[src/rtl/kts_pkg.sv]
// Package for the eased keyframe track sampler.
// Holds request codes, register indexes, state, region and command types.
// No dependencies.
package kts_pkg;

  localparam logic REQ_WRITE = 1'b0;
  localparam logic REQ_QUERY = 1'b1;

  localparam logic CFG_KEY_COUNT = 1'b0;
  localparam logic CFG_DEFAULT   = 1'b1;

  localparam int KEY_COUNT_W = 5;
  localparam int VAL_W       = 32;
  localparam int DIV_STEPS   = 16;

  typedef enum logic [2:0] {
    REG_EMPTY  = 3'd0,
    REG_SINGLE = 3'd1,
    REG_BEFORE = 3'd2,
    REG_AFTER  = 3'd3,
    REG_INTERP = 3'd4
  } region_t;

  typedef enum logic [3:0] {
    S_IDLE,
    S_SCAN_RD,
    S_SCAN_CMP,
    S_SEL,
    S_SIMPLE,
    S_CAPB,
    S_CAPA,
    S_DIV,
    S_SQ,
    S_EASE,
    S_VMUL,
    S_VFIN
  } state_t;

  typedef struct packed {
    logic    wr;
    logic    start_q;
    logic    rd_en;
    logic    scan_cmp;
    logic    cap_b;
    logic    cap_a;
    logic    div_step;
    logic    sq;
    logic    ease;
    logic    vmul;
    logic    out_default;
    logic    out_simple;
    logic    out_interp;
    region_t region;
  } cmd_t;

  typedef struct packed {
    logic has_before;
    logic has_after;
  } status_t;

endpackage

[src/rtl/kts_ctrl.sv]
// Controller of the eased keyframe track sampler.
// Sequences scan, fetch, divide, ease and scale steps; depends on kts_pkg.
module kts_ctrl #(
  parameter int MAX_KEYS = 16,
  parameter int AW       = $clog2(MAX_KEYS)
) (
  input  logic                             clk,
  input  logic                             rst_n,
  input  logic                             start,
  input  logic                             req_type,
  input  logic [3:0]                       key_index,
  input  logic [kts_pkg::KEY_COUNT_W-1:0]  key_count,
  input  kts_pkg::status_t                 status,
  input  logic [AW-1:0]                    before_idx,
  input  logic [AW-1:0]                    after_idx,
  output kts_pkg::cmd_t                    cmd,
  output logic [AW-1:0]                    rd_addr,
  output logic                             busy
);
  import kts_pkg::*;

  localparam int CW = $clog2(MAX_KEYS + 1);

  state_t               state_r, state_nxt;
  logic [AW-1:0]        idx_r, idx_nxt;
  logic [3:0]           div_cnt_r, div_cnt_nxt;
  region_t              region_r, region_nxt;
  logic [CW-1:0]        n;
  logic [AW-1:0]        n_last;
  logic                 accept;

  always_comb begin
    if (32'(key_count) > MAX_KEYS) begin
      n = CW'(MAX_KEYS);
    end else begin
      n = CW'(key_count);
    end
  end

  assign n_last = AW'(n - CW'(1));
  assign accept = start && (state_r == S_IDLE);

  always_ff @(posedge clk) begin
    if (!rst_n) begin
      state_r   <= S_IDLE;
      idx_r     <= '0;
      div_cnt_r <= '0;
      region_r  <= REG_EMPTY;
    end else begin
      state_r   <= state_nxt;
      idx_r     <= idx_nxt;
      div_cnt_r <= div_cnt_nxt;
      region_r  <= region_nxt;
    end
  end

  always_comb begin
    state_nxt   = state_r;
    idx_nxt     = idx_r;
    div_cnt_nxt = div_cnt_r;
    region_nxt  = region_r;
    case (state_r)
      S_IDLE: begin
        if (accept && req_type == REQ_QUERY) begin
          idx_nxt = '0;
          if (n == CW'(1)) begin
            state_nxt = S_SEL;
          end else if (n != '0) begin
            state_nxt = S_SCAN_RD;
          end
        end
      end
      S_SCAN_RD: state_nxt = S_SCAN_CMP;
      S_SCAN_CMP: begin
        if (idx_r == n_last) begin
          state_nxt = S_SEL;
        end else begin
          idx_nxt   = idx_r + AW'(1);
          state_nxt = S_SCAN_RD;
        end
      end
      S_SEL: begin
        if (n == CW'(1)) begin
          region_nxt = REG_SINGLE;
          state_nxt  = S_SIMPLE;
        end else if (!status.has_before) begin
          region_nxt = REG_BEFORE;
          state_nxt  = S_SIMPLE;
        end else if (!status.has_after) begin
          region_nxt = REG_AFTER;
          state_nxt  = S_SIMPLE;
        end else begin
          region_nxt = REG_INTERP;
          state_nxt  = S_CAPB;
        end
      end
      S_SIMPLE: state_nxt = S_IDLE;
      S_CAPB:   state_nxt = S_CAPA;
      S_CAPA: begin
        div_cnt_nxt = '0;
        state_nxt   = S_DIV;
      end
      S_DIV: begin
        div_cnt_nxt = div_cnt_r + 4'd1;
        if (div_cnt_r == 4'(DIV_STEPS - 1)) begin
          state_nxt = S_SQ;
        end
      end
      S_SQ:   state_nxt = S_EASE;
      S_EASE: state_nxt = S_VMUL;
      S_VMUL: state_nxt = S_VFIN;
      S_VFIN: state_nxt = S_IDLE;
      default: state_nxt = S_IDLE;
    endcase
  end

  always_comb begin
    cmd        = '0;
    cmd.region = region_r;
    rd_addr    = idx_r;
    busy       = (state_r != S_IDLE);
    case (state_r)
      S_IDLE: begin
        if (accept && req_type == REQ_WRITE) begin
          cmd.wr = (32'(key_index) < MAX_KEYS);
        end
        if (accept && req_type == REQ_QUERY) begin
          cmd.start_q = 1'b1;
          if (n == '0) begin
            cmd.out_default = 1'b1;
            cmd.region      = REG_EMPTY;
          end
        end
      end
      S_SCAN_RD: cmd.rd_en = 1'b1;
      S_SCAN_CMP: cmd.scan_cmp = 1'b1;
      S_SEL: begin
        cmd.rd_en = 1'b1;
        if (n == CW'(1) || !status.has_before) begin
          rd_addr = '0;
        end else if (!status.has_after) begin
          rd_addr = n_last;
        end else begin
          rd_addr = before_idx;
        end
      end
      S_SIMPLE: cmd.out_simple = 1'b1;
      S_CAPB: begin
        cmd.cap_b = 1'b1;
        cmd.rd_en = 1'b1;
        rd_addr   = after_idx;
      end
      S_CAPA: cmd.cap_a = 1'b1;
      S_DIV:  cmd.div_step = 1'b1;
      S_SQ:   cmd.sq = 1'b1;
      S_EASE: cmd.ease = 1'b1;
      S_VMUL: cmd.vmul = 1'b1;
      S_VFIN: cmd.out_interp = 1'b1;
      default: cmd = '0;
    endcase
  end

endmodule

[src/rtl/kts_dp.sv]
// Datapath of the eased keyframe track sampler.
// Keyframe memories, scan flags, serial divider, easing and scaling; depends on kts_pkg.
module kts_dp #(
  parameter int MAX_KEYS = 16,
  parameter int AW       = $clog2(MAX_KEYS)
) (
  input  logic                        clk,
  input  logic                        rst_n,
  input  kts_pkg::cmd_t               cmd,
  input  logic [AW-1:0]               rd_addr,
  input  logic [3:0]                  wr_index,
  input  logic [31:0]                 wr_time,
  input  logic signed [31:0]          wr_value,
  input  logic [31:0]                 query_time,
  input  logic signed [31:0]          default_value,
  output kts_pkg::status_t            status,
  output logic [AW-1:0]               before_idx,
  output logic [AW-1:0]               after_idx,
  output logic                        out_strobe,
  output logic signed [31:0]          out_sample_value,
  output logic [2:0]                  out_region
);
  import kts_pkg::*;

  logic [31:0]        time_mem [MAX_KEYS];
  logic [31:0]        value_mem [MAX_KEYS];
  logic [31:0]        rd_time_r;
  logic signed [31:0] rd_value_r;
  logic [AW-1:0]      rd_addr_q_r;
  logic [31:0]        q_r;
  logic               has_before_r, has_after_r;
  logic [AW-1:0]      before_r, after_r;
  logic [31:0]        t0_r, span_r, rem_r;
  logic signed [31:0] v0_r;
  logic signed [32:0] diff_r;
  logic [15:0]        quot_r;
  logic [16:0]        mx;
  logic [33:0]        sq_r;
  logic [16:0]        e_r, e_nxt;
  logic signed [50:0] prod_r;
  logic signed [50:0] sum;
  logic [32:0]        rem2, rem_diff;
  logic               strobe_r;
  logic signed [31:0] res_r;
  region_t            region_r;

  always_ff @(posedge clk) begin
    if (cmd.wr) begin
      time_mem[AW'(wr_index)]  <= wr_time;
      value_mem[AW'(wr_index)] <= wr_value;
    end
    if (cmd.rd_en) begin
      rd_time_r   <= time_mem[rd_addr];
      rd_value_r  <= value_mem[rd_addr];
      rd_addr_q_r <= rd_addr;
    end
  end

  assign rem2     = {rem_r, 1'b0};
  assign rem_diff = rem2 - {1'b0, span_r};

  always_comb begin
    if (!quot_r[15]) begin
      mx = {1'b0, quot_r};
    end else begin
      mx = 17'(18'h20000 - {1'b0, quot_r, 1'b0});
    end
  end

  always_comb begin
    if (!quot_r[15]) begin
      e_nxt = 17'(sq_r >> 15);
    end else begin
      e_nxt = 17'h10000 - 17'(sq_r >> 17);
    end
  end

  assign sum = 51'(v0_r) + (prod_r >>> 16);

  always_ff @(posedge clk) begin
    if (cmd.start_q) begin
      q_r <= query_time;
    end
    if (cmd.scan_cmp) begin
      if (rd_time_r <= q_r) begin
        before_r <= rd_addr_q_r;
      end
      if (rd_time_r > q_r && !has_after_r) begin
        after_r <= rd_addr_q_r;
      end
    end
    if (cmd.cap_b) begin
      t0_r <= rd_time_r;
      v0_r <= rd_value_r;
    end
    if (cmd.cap_a) begin
      span_r <= rd_time_r - t0_r;
      rem_r  <= q_r - t0_r;
      diff_r <= 33'(rd_value_r) - 33'(v0_r);
    end
    if (cmd.div_step) begin
      if (!rem_diff[32]) begin
        rem_r  <= rem_diff[31:0];
        quot_r <= {quot_r[14:0], 1'b1};
      end else begin
        rem_r  <= rem2[31:0];
        quot_r <= {quot_r[14:0], 1'b0};
      end
    end
    if (cmd.sq) begin
      sq_r <= 34'(mx) * 34'(mx);
    end
    if (cmd.ease) begin
      e_r <= e_nxt;
    end
    if (cmd.vmul) begin
      prod_r <= diff_r * $signed({1'b0, e_r});
    end
    if (cmd.out_default) begin
      res_r <= default_value;
    end else if (cmd.out_simple) begin
      res_r <= rd_value_r;
    end else if (cmd.out_interp) begin
      res_r <= sum[31:0];
    end
    if (cmd.out_default || cmd.out_simple || cmd.out_interp) begin
      region_r <= cmd.region;
    end
  end

  always_ff @(posedge clk) begin
    if (!rst_n) begin
      has_before_r <= 1'b0;
      has_after_r  <= 1'b0;
      strobe_r     <= 1'b0;
    end else begin
      strobe_r <= cmd.out_default || cmd.out_simple || cmd.out_interp;
      if (cmd.start_q) begin
        has_before_r <= 1'b0;
        has_after_r  <= 1'b0;
      end else if (cmd.scan_cmp) begin
        if (rd_time_r <= q_r) begin
          has_before_r <= 1'b1;
        end else begin
          has_after_r <= 1'b1;
        end
      end
    end
  end

  assign status.has_before = has_before_r;
  assign status.has_after  = has_after_r;
  assign before_idx        = before_r;
  assign after_idx         = after_r;
  assign out_strobe        = strobe_r;
  assign out_sample_value  = res_r;
  assign out_region        = region_r;

endmodule

[src/rtl/keyframe_track_eased_sampler.sv]
// Top level of the eased keyframe track sampler: configuration registers,
// controller and datapath. Depends on kts_pkg, kts_ctrl and kts_dp.
//
//   channel  handshake          payload
//   in       start, busy        in_req_type, in_key_index, in_key_time,
//                               in_key_value, in_query_time
//   out      out_strobe         out_sample_value, out_region
//   cfg      cfg_we             cfg_index, cfg_data
//
// A keyframe write leaves busy low.
// An empty-track query answers at once with the default value; a single-key query
// reads key 0. Other queries scan the n keyframes one by one over the single read
// port of the keyframe memory; interpolating queries then fetch both bracketing keys
// and run the 16-step divider, squaring, easing and scaling.
// The result strobe comes in the cycle after the last step; it cannot be stalled.
// Synchronous reset clears control state and the configuration registers.
module keyframe_track_eased_sampler #(
  parameter int MAX_KEYS = 16
) (
  input  logic               clk,
  input  logic               rst_n,
  input  logic               start,
  output logic               busy,
  input  logic               in_req_type,
  input  logic [3:0]         in_key_index,
  input  logic [31:0]        in_key_time,
  input  logic signed [31:0] in_key_value,
  input  logic [31:0]        in_query_time,
  output logic               out_strobe,
  output logic signed [31:0] out_sample_value,
  output logic [2:0]         out_region,
  input  logic               cfg_we,
  input  logic               cfg_index,
  input  logic [31:0]        cfg_data
);
  import kts_pkg::*;

  localparam int AW = $clog2(MAX_KEYS);

  logic [KEY_COUNT_W-1:0] key_count_r;
  logic signed [31:0]     default_value_r;
  cmd_t                   cmd;
  status_t                status;
  logic [AW-1:0]          rd_addr, before_idx, after_idx;

  always_ff @(posedge clk) begin
    if (!rst_n) begin
      key_count_r     <= '0;
      default_value_r <= '0;
    end else if (cfg_we) begin
      case (cfg_index)
        CFG_KEY_COUNT: key_count_r     <= cfg_data[KEY_COUNT_W-1:0];
        CFG_DEFAULT:   default_value_r <= cfg_data;
        default:       key_count_r     <= key_count_r;
      endcase
    end
  end

  kts_ctrl #(.MAX_KEYS(MAX_KEYS), .AW(AW)) u_ctrl (
    .clk        (clk),
    .rst_n      (rst_n),
    .start      (start),
    .req_type   (in_req_type),
    .key_index  (in_key_index),
    .key_count  (key_count_r),
    .status     (status),
    .before_idx (before_idx),
    .after_idx  (after_idx),
    .cmd        (cmd),
    .rd_addr    (rd_addr),
    .busy       (busy)
  );

  kts_dp #(.MAX_KEYS(MAX_KEYS), .AW(AW)) u_dp (
    .clk              (clk),
    .rst_n            (rst_n),
    .cmd              (cmd),
    .rd_addr          (rd_addr),
    .wr_index         (in_key_index),
    .wr_time          (in_key_time),
    .wr_value         (in_key_value),
    .query_time       (in_query_time),
    .default_value    (default_value_r),
    .status           (status),
    .before_idx       (before_idx),
    .after_idx        (after_idx),
    .out_strobe       (out_strobe),
    .out_sample_value (out_sample_value),
    .out_region       (out_region)
  );

endmodule

[config.mk]
export PLATFORM = sky130hd
export DESIGN_NAME = keyframe_track_eased_sampler
export DESIGN_NICKNAME = d
export VERILOG_FILES = /design/src/rtl/kts_pkg.sv /design/src/rtl/kts_ctrl.sv /design/src/rtl/kts_dp.sv /design/src/rtl/keyframe_track_eased_sampler.sv
export SDC_FILE = /design/constraint.sdc
export NUM_CORES = 2
export LEC_CHECK = 0
export BUFFER_PORTS_ARGS = -buffer_cell sky130_fd_sc_hd__buf_2
export CAP_MARGIN = 20
export CORE_MARGIN = 2
export CORE_UTILIZATION = 25
export DETAILED_ROUTE_END_ITERATION = 10
export GPL_ROUTABILITY_DRIVEN = 0
export PLACE_DENSITY = 0.38
export REMOVE_ABC_BUFFERS = 1
export SYNTH_ARGS = -nofsm -noshare
export SYNTH_HDL_FRONTEND = slang
export SYNTH_SLANG_ARGS = --single-unit
[constraint.sdc]
create_clock -name clk -period 14.58 [get_ports clk]
set_clock_uncertainty 0.1 [all_clocks]
set_input_delay 2.916 -clock clk [delete_from_list [all_inputs] [get_ports clk]]
set_output_delay 2.916 -clock clk [all_outputs]
set_load 0.02 [all_outputs]
## Yosys cells after proc, flatten, opt, wreduce, memory -nomap -nowiden

Memory sizes are Yosys's and may differ from the RTL's. A register that Yosys moved wholly into a read port is not among the register bits.
Cells that the tools add are included.

| word-level totals | value |
|---|---|
| register bits | 410 |
| memory bits (writable) | 1024 |
| input port bits | 138 |
| output and inout port bits | 37 |
| logic and storage cells | 140 |
| memories | 2 |

| cells by class | value |
|---|---|
| add/subtract/negate cells | 10 |
| $mul | 2 |
| order comparisons | 3 |
| equal/unequal tests | 18 |
| mux-type cells | 50 |
| bitwise operators | 4 |
| reduce and logical (&&, ||, !) cells | 27 |

Memories:

| memory | words | width | rd ports | clocked after memory_dff | write ports | line | text |
|---|---|---|---|---|---|---|---|
| u_dp.time_mem | 16 | 32 | 1 | 1 | 1 | kts_dp.sv:25 | `logic [31:0] time_mem [MAX_KEYS];` |
| u_dp.value_mem | 16 | 32 | 1 | 1 | 1 | kts_dp.sv:26 | `logic [31:0] value_mem [MAX_KEYS];` |

Operators with widths:

| operator | count |
|---|---|
| $mux 32 | 6 |
| $sub 32x32->32 | 2 |
| $mul 33x18->48 | 1 |
| $mux 4 | 10 |
| $pmux 4 s10 | 1 |
| $mul 17x17->34 | 1 |
| $mux 17 | 2 |
| $sub 32x32->33 | 1 |
| $sub 33x32->33 | 1 |
| $add 32x32->32 | 1 |
| $gt 32x32->1 | 1 |
| $le 32x32->1 | 1 |
| $pmux 4 s2 | 3 |
| $eq 4x4->1 const B | 5 |
| $mux 1 | 19 |
| $sub 1x17->17 const A | 1 |
| $sub 17x17->17 const A | 1 |
| $eq 4x3->1 const B | 4 |
| $mux 3 | 5 |
| $reduce_or 11->1 | 1 |
| $reduce_and 2->1 | 5 |
| $add 4x1->4 const B | 2 |
| $eq 4x2->1 const B | 2 |
| $pmux 3 s2 | 1 |
| 23 further kinds | 37 |

## Logic depth before layout (Yosys ltp)

| logic depth | value |
|---|---|
| depth in word-level cells | 8 |
| gate-level depth with buffers | 34 |
| gate-level depth less buffers | 33 |

## Hierarchy

A second synthesis with hierarchy kept.

| second synthesis, totals | value |
|---|---|
| cells, all modules | 6609 |
| area, all modules | 89036.6 um2 |

Modules (own cells, without submodules):

| module | instances | cells each | area each (um2) | seq. area each (um2) |
|---|---|---|---|---|
| kts_dp | 1 | 6280 | 86342.8 | 42460.7 |
| keyframe_track_eased_sampler | 1 | 164 | 1460.2 | 740.7 |
| kts_ctrl | 1 | 165 | 1233.7 | 300.3 |

## Least setup slack after synthesis

No wires, ideal clock.

| path | value |
|---|---|
| path type | input-to-reg |
| from | input port in_req_type |
| to | memory u_dp.time_mem[0][0], enable pin |
| library setup time | 565 ps |
| arrival | 7871 ps |
| required time | 13915 ps |
| path slack | 6044 ps |
| cell stages on the path | 2 |
| buffers on the path | 0 |
| cell sequence | or4_1 > nor3_1 |

| on the way | value |
|---|---|
| word-level cells in the longest chain between the ends | 6 |

Ends and longest elaborated chain:

| what | line | text |
|---|---|---|
| from (decl) | keyframe_track_eased_sampler.sv:24 | `input logic in_req_type,` |
| $not 1->1 | kts_ctrl.sv:124 | `if (accept && req_type == REQ_WRITE) begin` |
| $logic_and 1x1->1 | kts_ctrl.sv:124 |  |
| $mux 1 | kts_ctrl.sv:124 |  |
| $mux 2 | kts_ctrl.sv:122 | `case (state_r)` |
| $mux 1 | kts_dp.sv:48 | `if (cmd.wr) begin` |
| $mux 1 (implied by the code) | kts_dp.sv:49 | `time_mem[AW'(wr_index)] <= wr_time;` |
| to (decl) | kts_dp.sv:25 |  |

Every way passes these cells.

## Final worst setup path

| path | value |
|---|---|
| from | register u_dp.quot_r[0] |
| to | register u_dp.sq_r[31], data pin |

| on the way | value |
|---|---|
| word-level cells in the longest chain between the ends | 3 |

Ends and longest elaborated chain:

| what | line | text |
|---|---|---|
| from (decl) | kts_dp.sv:36 | `logic [15:0] quot_r;` |
| from (signal assigned) | kts_dp.sv:104 | `quot_r <= {quot_r[14:0], 1'b1};` |
| from (signal assigned) | kts_dp.sv:107 | `quot_r <= {quot_r[14:0], 1'b0};` |
| $sub 1x17->17 | kts_dp.sv:66 | `mx = 17'(18'h20000 - {1'b0, quot_r, 1'b0});` |
| $mux 17 * | kts_dp.sv:63 | `if (!quot_r[15]) begin` |
| $mul 17x17->34 * | kts_dp.sv:111 | `sq_r <= 34'(mx) * 34'(mx);` |
| to (signal assigned) | kts_dp.sv:111 |  |
| to (decl) | kts_dp.sv:38 | `logic [33:0] sq_r;` |

Mark *: on every way between the ends. The rest lies on a longest branch, timed or not.
A chain may end at the register's enable or synchronous reset.

==> summary.txt <==
status: finished, final reports clean
worst reg2reg path depth: 31
Worst slew margin: 29.9%
PortBufs: 174
die height: 604 um
Worst-Margin Slew: 1.04 ns
initial core utilization: 25.1%
Die Wd: 604 um
WL final: 278000 um
Clock Latency Late Sink: 0.91 ns
period utilisation layout: 62.5%
cts hold-fix bufs: 0
fmax: 110 MHz
CTS Sinks: 1467
filler instances: 37100
global-route wire length before repair: 414000 um
Post-synth top cells: nand2_1 (1654), edfxtp_1 (1412), inv_1 (999)
count leader, synth: nand2_1
Nets: 9498
remaining antenna violation count: 0
Post-Syn Area: 0.0900 mm2
Crit. Startpoint: u_dp.quot_r[0]
worst-case vdd ir drop: 95.3 uV
Hold Vio Cnt, Final: 0
register area share after synthesis: 48.3%
FP Rows: 220
type of the worst min-delay path: flip-flop to flip-flop
fin util: 28.6%
DP Wirelength: 182000 um
min Tclk post-route: 9.12 ns
drt first pass iters: 5
Layout area overhead: 13.8%
Multi-input gate area: 0.0416 mm2
H-Tree Depth: 4
core area: 0.359 mm2
Pins Over Slew Limit: 0
Post-CTS Repair Setup Buffers: 0
RSZ-0062 raised after global routing: false
Async S/R FF share, synth: 0%
cell count after synthesis: 8129
Critical Path Source Type: flip-flop
Max Cap Viol: 0
CTS tree: yes
Remaining Overflow, GRT: 0
Initial DRC Count: 3491
post-synth cell types: 89
overall routing resource usage: 15.1%
Synth Warn #: 0
Post-synth EDFFs: 1412
share of cells above drive strength 1: 7.45%
vias per cell: 4.50
worst endpoint required time: 15.01 ns
initial antenna violation count: 68
Sequential Area: 0.0435 mm2
Synth Flop Type: edfxtp_1
Synth area leader: edfxtp_1
largest stage delay on the critical path: 0.61 ns
dpl ws: 5.32 ns
FF-to-FF setup slack: 5.46 ns
PwrDens: 93.8 mW/mm2
largest net degree at the start of global routing: 144
die area: 0.365 mm2
vias: 59200
crit path DAT: 9.54 ns
Avg Cell Area, Syn: 11.1 um2
worst-path maximum fanout: 10
largest cells by area after synthesis: edfxtp_1 (47%), fa_1 (16%), nand2_1 (6.9%)
CP Class: flip-flop to flip-flop
vias in the first global route: 61600
Critical Path End Type: flip-flop
Num CTS Buffers: 181
drt wl/cell: 21.1 um
Leak Pwr: 41.0 nW
DRC: 0
area share of the largest cell type after synthesis: 47.1%
Reg clk slew, reported paths: 0.06 ns
Setup TNS: 0 ns
final setup fails: 0
Ports: 175
# resized after CTS: 0
FF+latch count, synth: 1467
Crit-path slowest cell: or4_1
Worst Slack Setup Final: 5.46 ns
reg2reg start: u_dp.quot_r[0]
Clock Tree Root: clkbuf_16
CP Capture Point: u_dp.sq_r[31]
FF-to-FF End: u_dp.sq_r[31]
clock tree buffer depth: 4
## worst min path at each step
| stage | start | end | slack, ns | cells after the start |
|---|---|---|---|---|
| after floorplan | u_dp.rd_addr_q_r[0] | u_dp.after_idx[0] | 0.32 | 0 |
| after global placement | u_dp.rd_addr_q_r[1] | u_dp.after_idx[1] | 0.32 | 0 |
| after detailed placement | u_dp.rd_addr_q_r[1] | u_dp.after_idx[1] | 0.34 | 0 |
| after CTS | u_dp.rd_addr_q_r[1] | u_dp.before_idx[1] | 0.35 | 0 |
| after global routing | u_dp.rd_addr_q_r[0] | u_dp.before_idx[0] | 0.36 | 0 |
| final | u_dp.rd_addr_q_r[3] | u_dp.before_idx[3] | 0.35 | 0 |
## cell usage in the layout (no fill, tap or decap), types with 12 or more instances in the layout
master and instances:
nor2_4 14, clkbuf_1 39, nor2_1 209, and2_1 233
and3_1 92, clkinv_1 45, edfxtp_1 1412, a211oi_1 15
nor3_1 54, fa_1 708, xor2_1 74, conb_1 15
inv_1 996, nand2b_1 42, ha_1 408, mux2i_1 40
o211ai_1 12, o21bai_1 22, a21boi_0 43, nand3_1 565
clkinv_2 30, or3_1 16, buf_4 98, a311oi_1 131
o21a_1 49, bufinv_16 13, buf_2 174, clkbuf_16 188
xnor2_1 145, nor2b_1 54, a21o_1 104, mux2_2 16
nand4_1 19, a21oi_1 180, dfxtp_1 55, o21ai_0 127
a31oi_1 99, nand2_1 1652
## registers in the layout (all words and copies together) (netlist names), 5 cells and up
| signal | count |
|---|---|
| key_count_r | 5 |
| u_dp.t0_r | 32 |
| u_dp.time_mem | 512 |
| u_dp.rd_time_r | 32 |
| u_dp.quot_r | 16 |
| u_dp.value_mem | 512 |
| u_dp.q_r | 32 |
| u_dp.diff_r | 33 |
| u_dp.v0_r | 32 |
| u_dp.e_r | 17 |
| u_dp.rem_r | 32 |
| u_dp.span_r | 32 |
| u_dp.sq_r | 19 |
| default_value_r | 32 |
| u_dp.out_sample_value | 32 |
| u_dp.rd_value_r | 32 |
| u_dp.prod_r | 32 |
## area by class of cell
cell class / instances / area share [%]
sequential: 1467 / 42.5
multi-input combinational: 5307 / 40.6
tap: 4773 / 5.83
clock buffer: 231 / 4.79
inverter: 1007 / 3.71
timing repair buffer: 280 / 1.72
clock inverter: 99 / 0.891
antenna: 8 / 0.0195
## critical path: cells and delay by family (launching register included)
family                     cells  cell delay (ns)
xor gates and xnor gates       2             0.22
AOI/OAI and AO/OA              8             1.61
adders and majority gates      8             3.46
DFF                            1             0.47
muxes                          1             0.44
buffers and inverters          7             0.85
and+or+nand+nor                5             1.69
## cell families after synthesis
group / synth area share, %
xor+xnor: 2.13
simple gates: 14.9
mux: 0.660
flops: 48.3
fa+ha+maj: 21.4
other cells: 0.00834
buf+inv: 5.80
compound gates: 6.76
## where the power goes
group          internal, mW  switching [mW]  leakage [nW]
clock                  2.61            1.86          2.84
combinational         0.142           0.285          25.0
sequential             4.68          0.0300          13.2
total                  7.43            2.18          41.0
## routing by layer
layer | GRT usage, % | wire [um]
met5 | 0 | 157
met2 | 25.9 | 134000
met3 | 1.80 | 10300
met1 | 20.2 | 126000
met4 | 3.48 | 6990
## through the flow
stage               hold slack, ns  instance area, um2  power, mW  std cells
floorplan                    0.321               88600       5.03       7781
global placement             0.324               96600       5.23      12800
detailed placement           0.336               96600       5.23      12800
CTS                          0.347              102000       9.79      13200
global route                 0.362              102000       9.96      13200
finish                       0.354              102000       9.61      13200
Note: power is estimated with default switching activity, not from simulation.
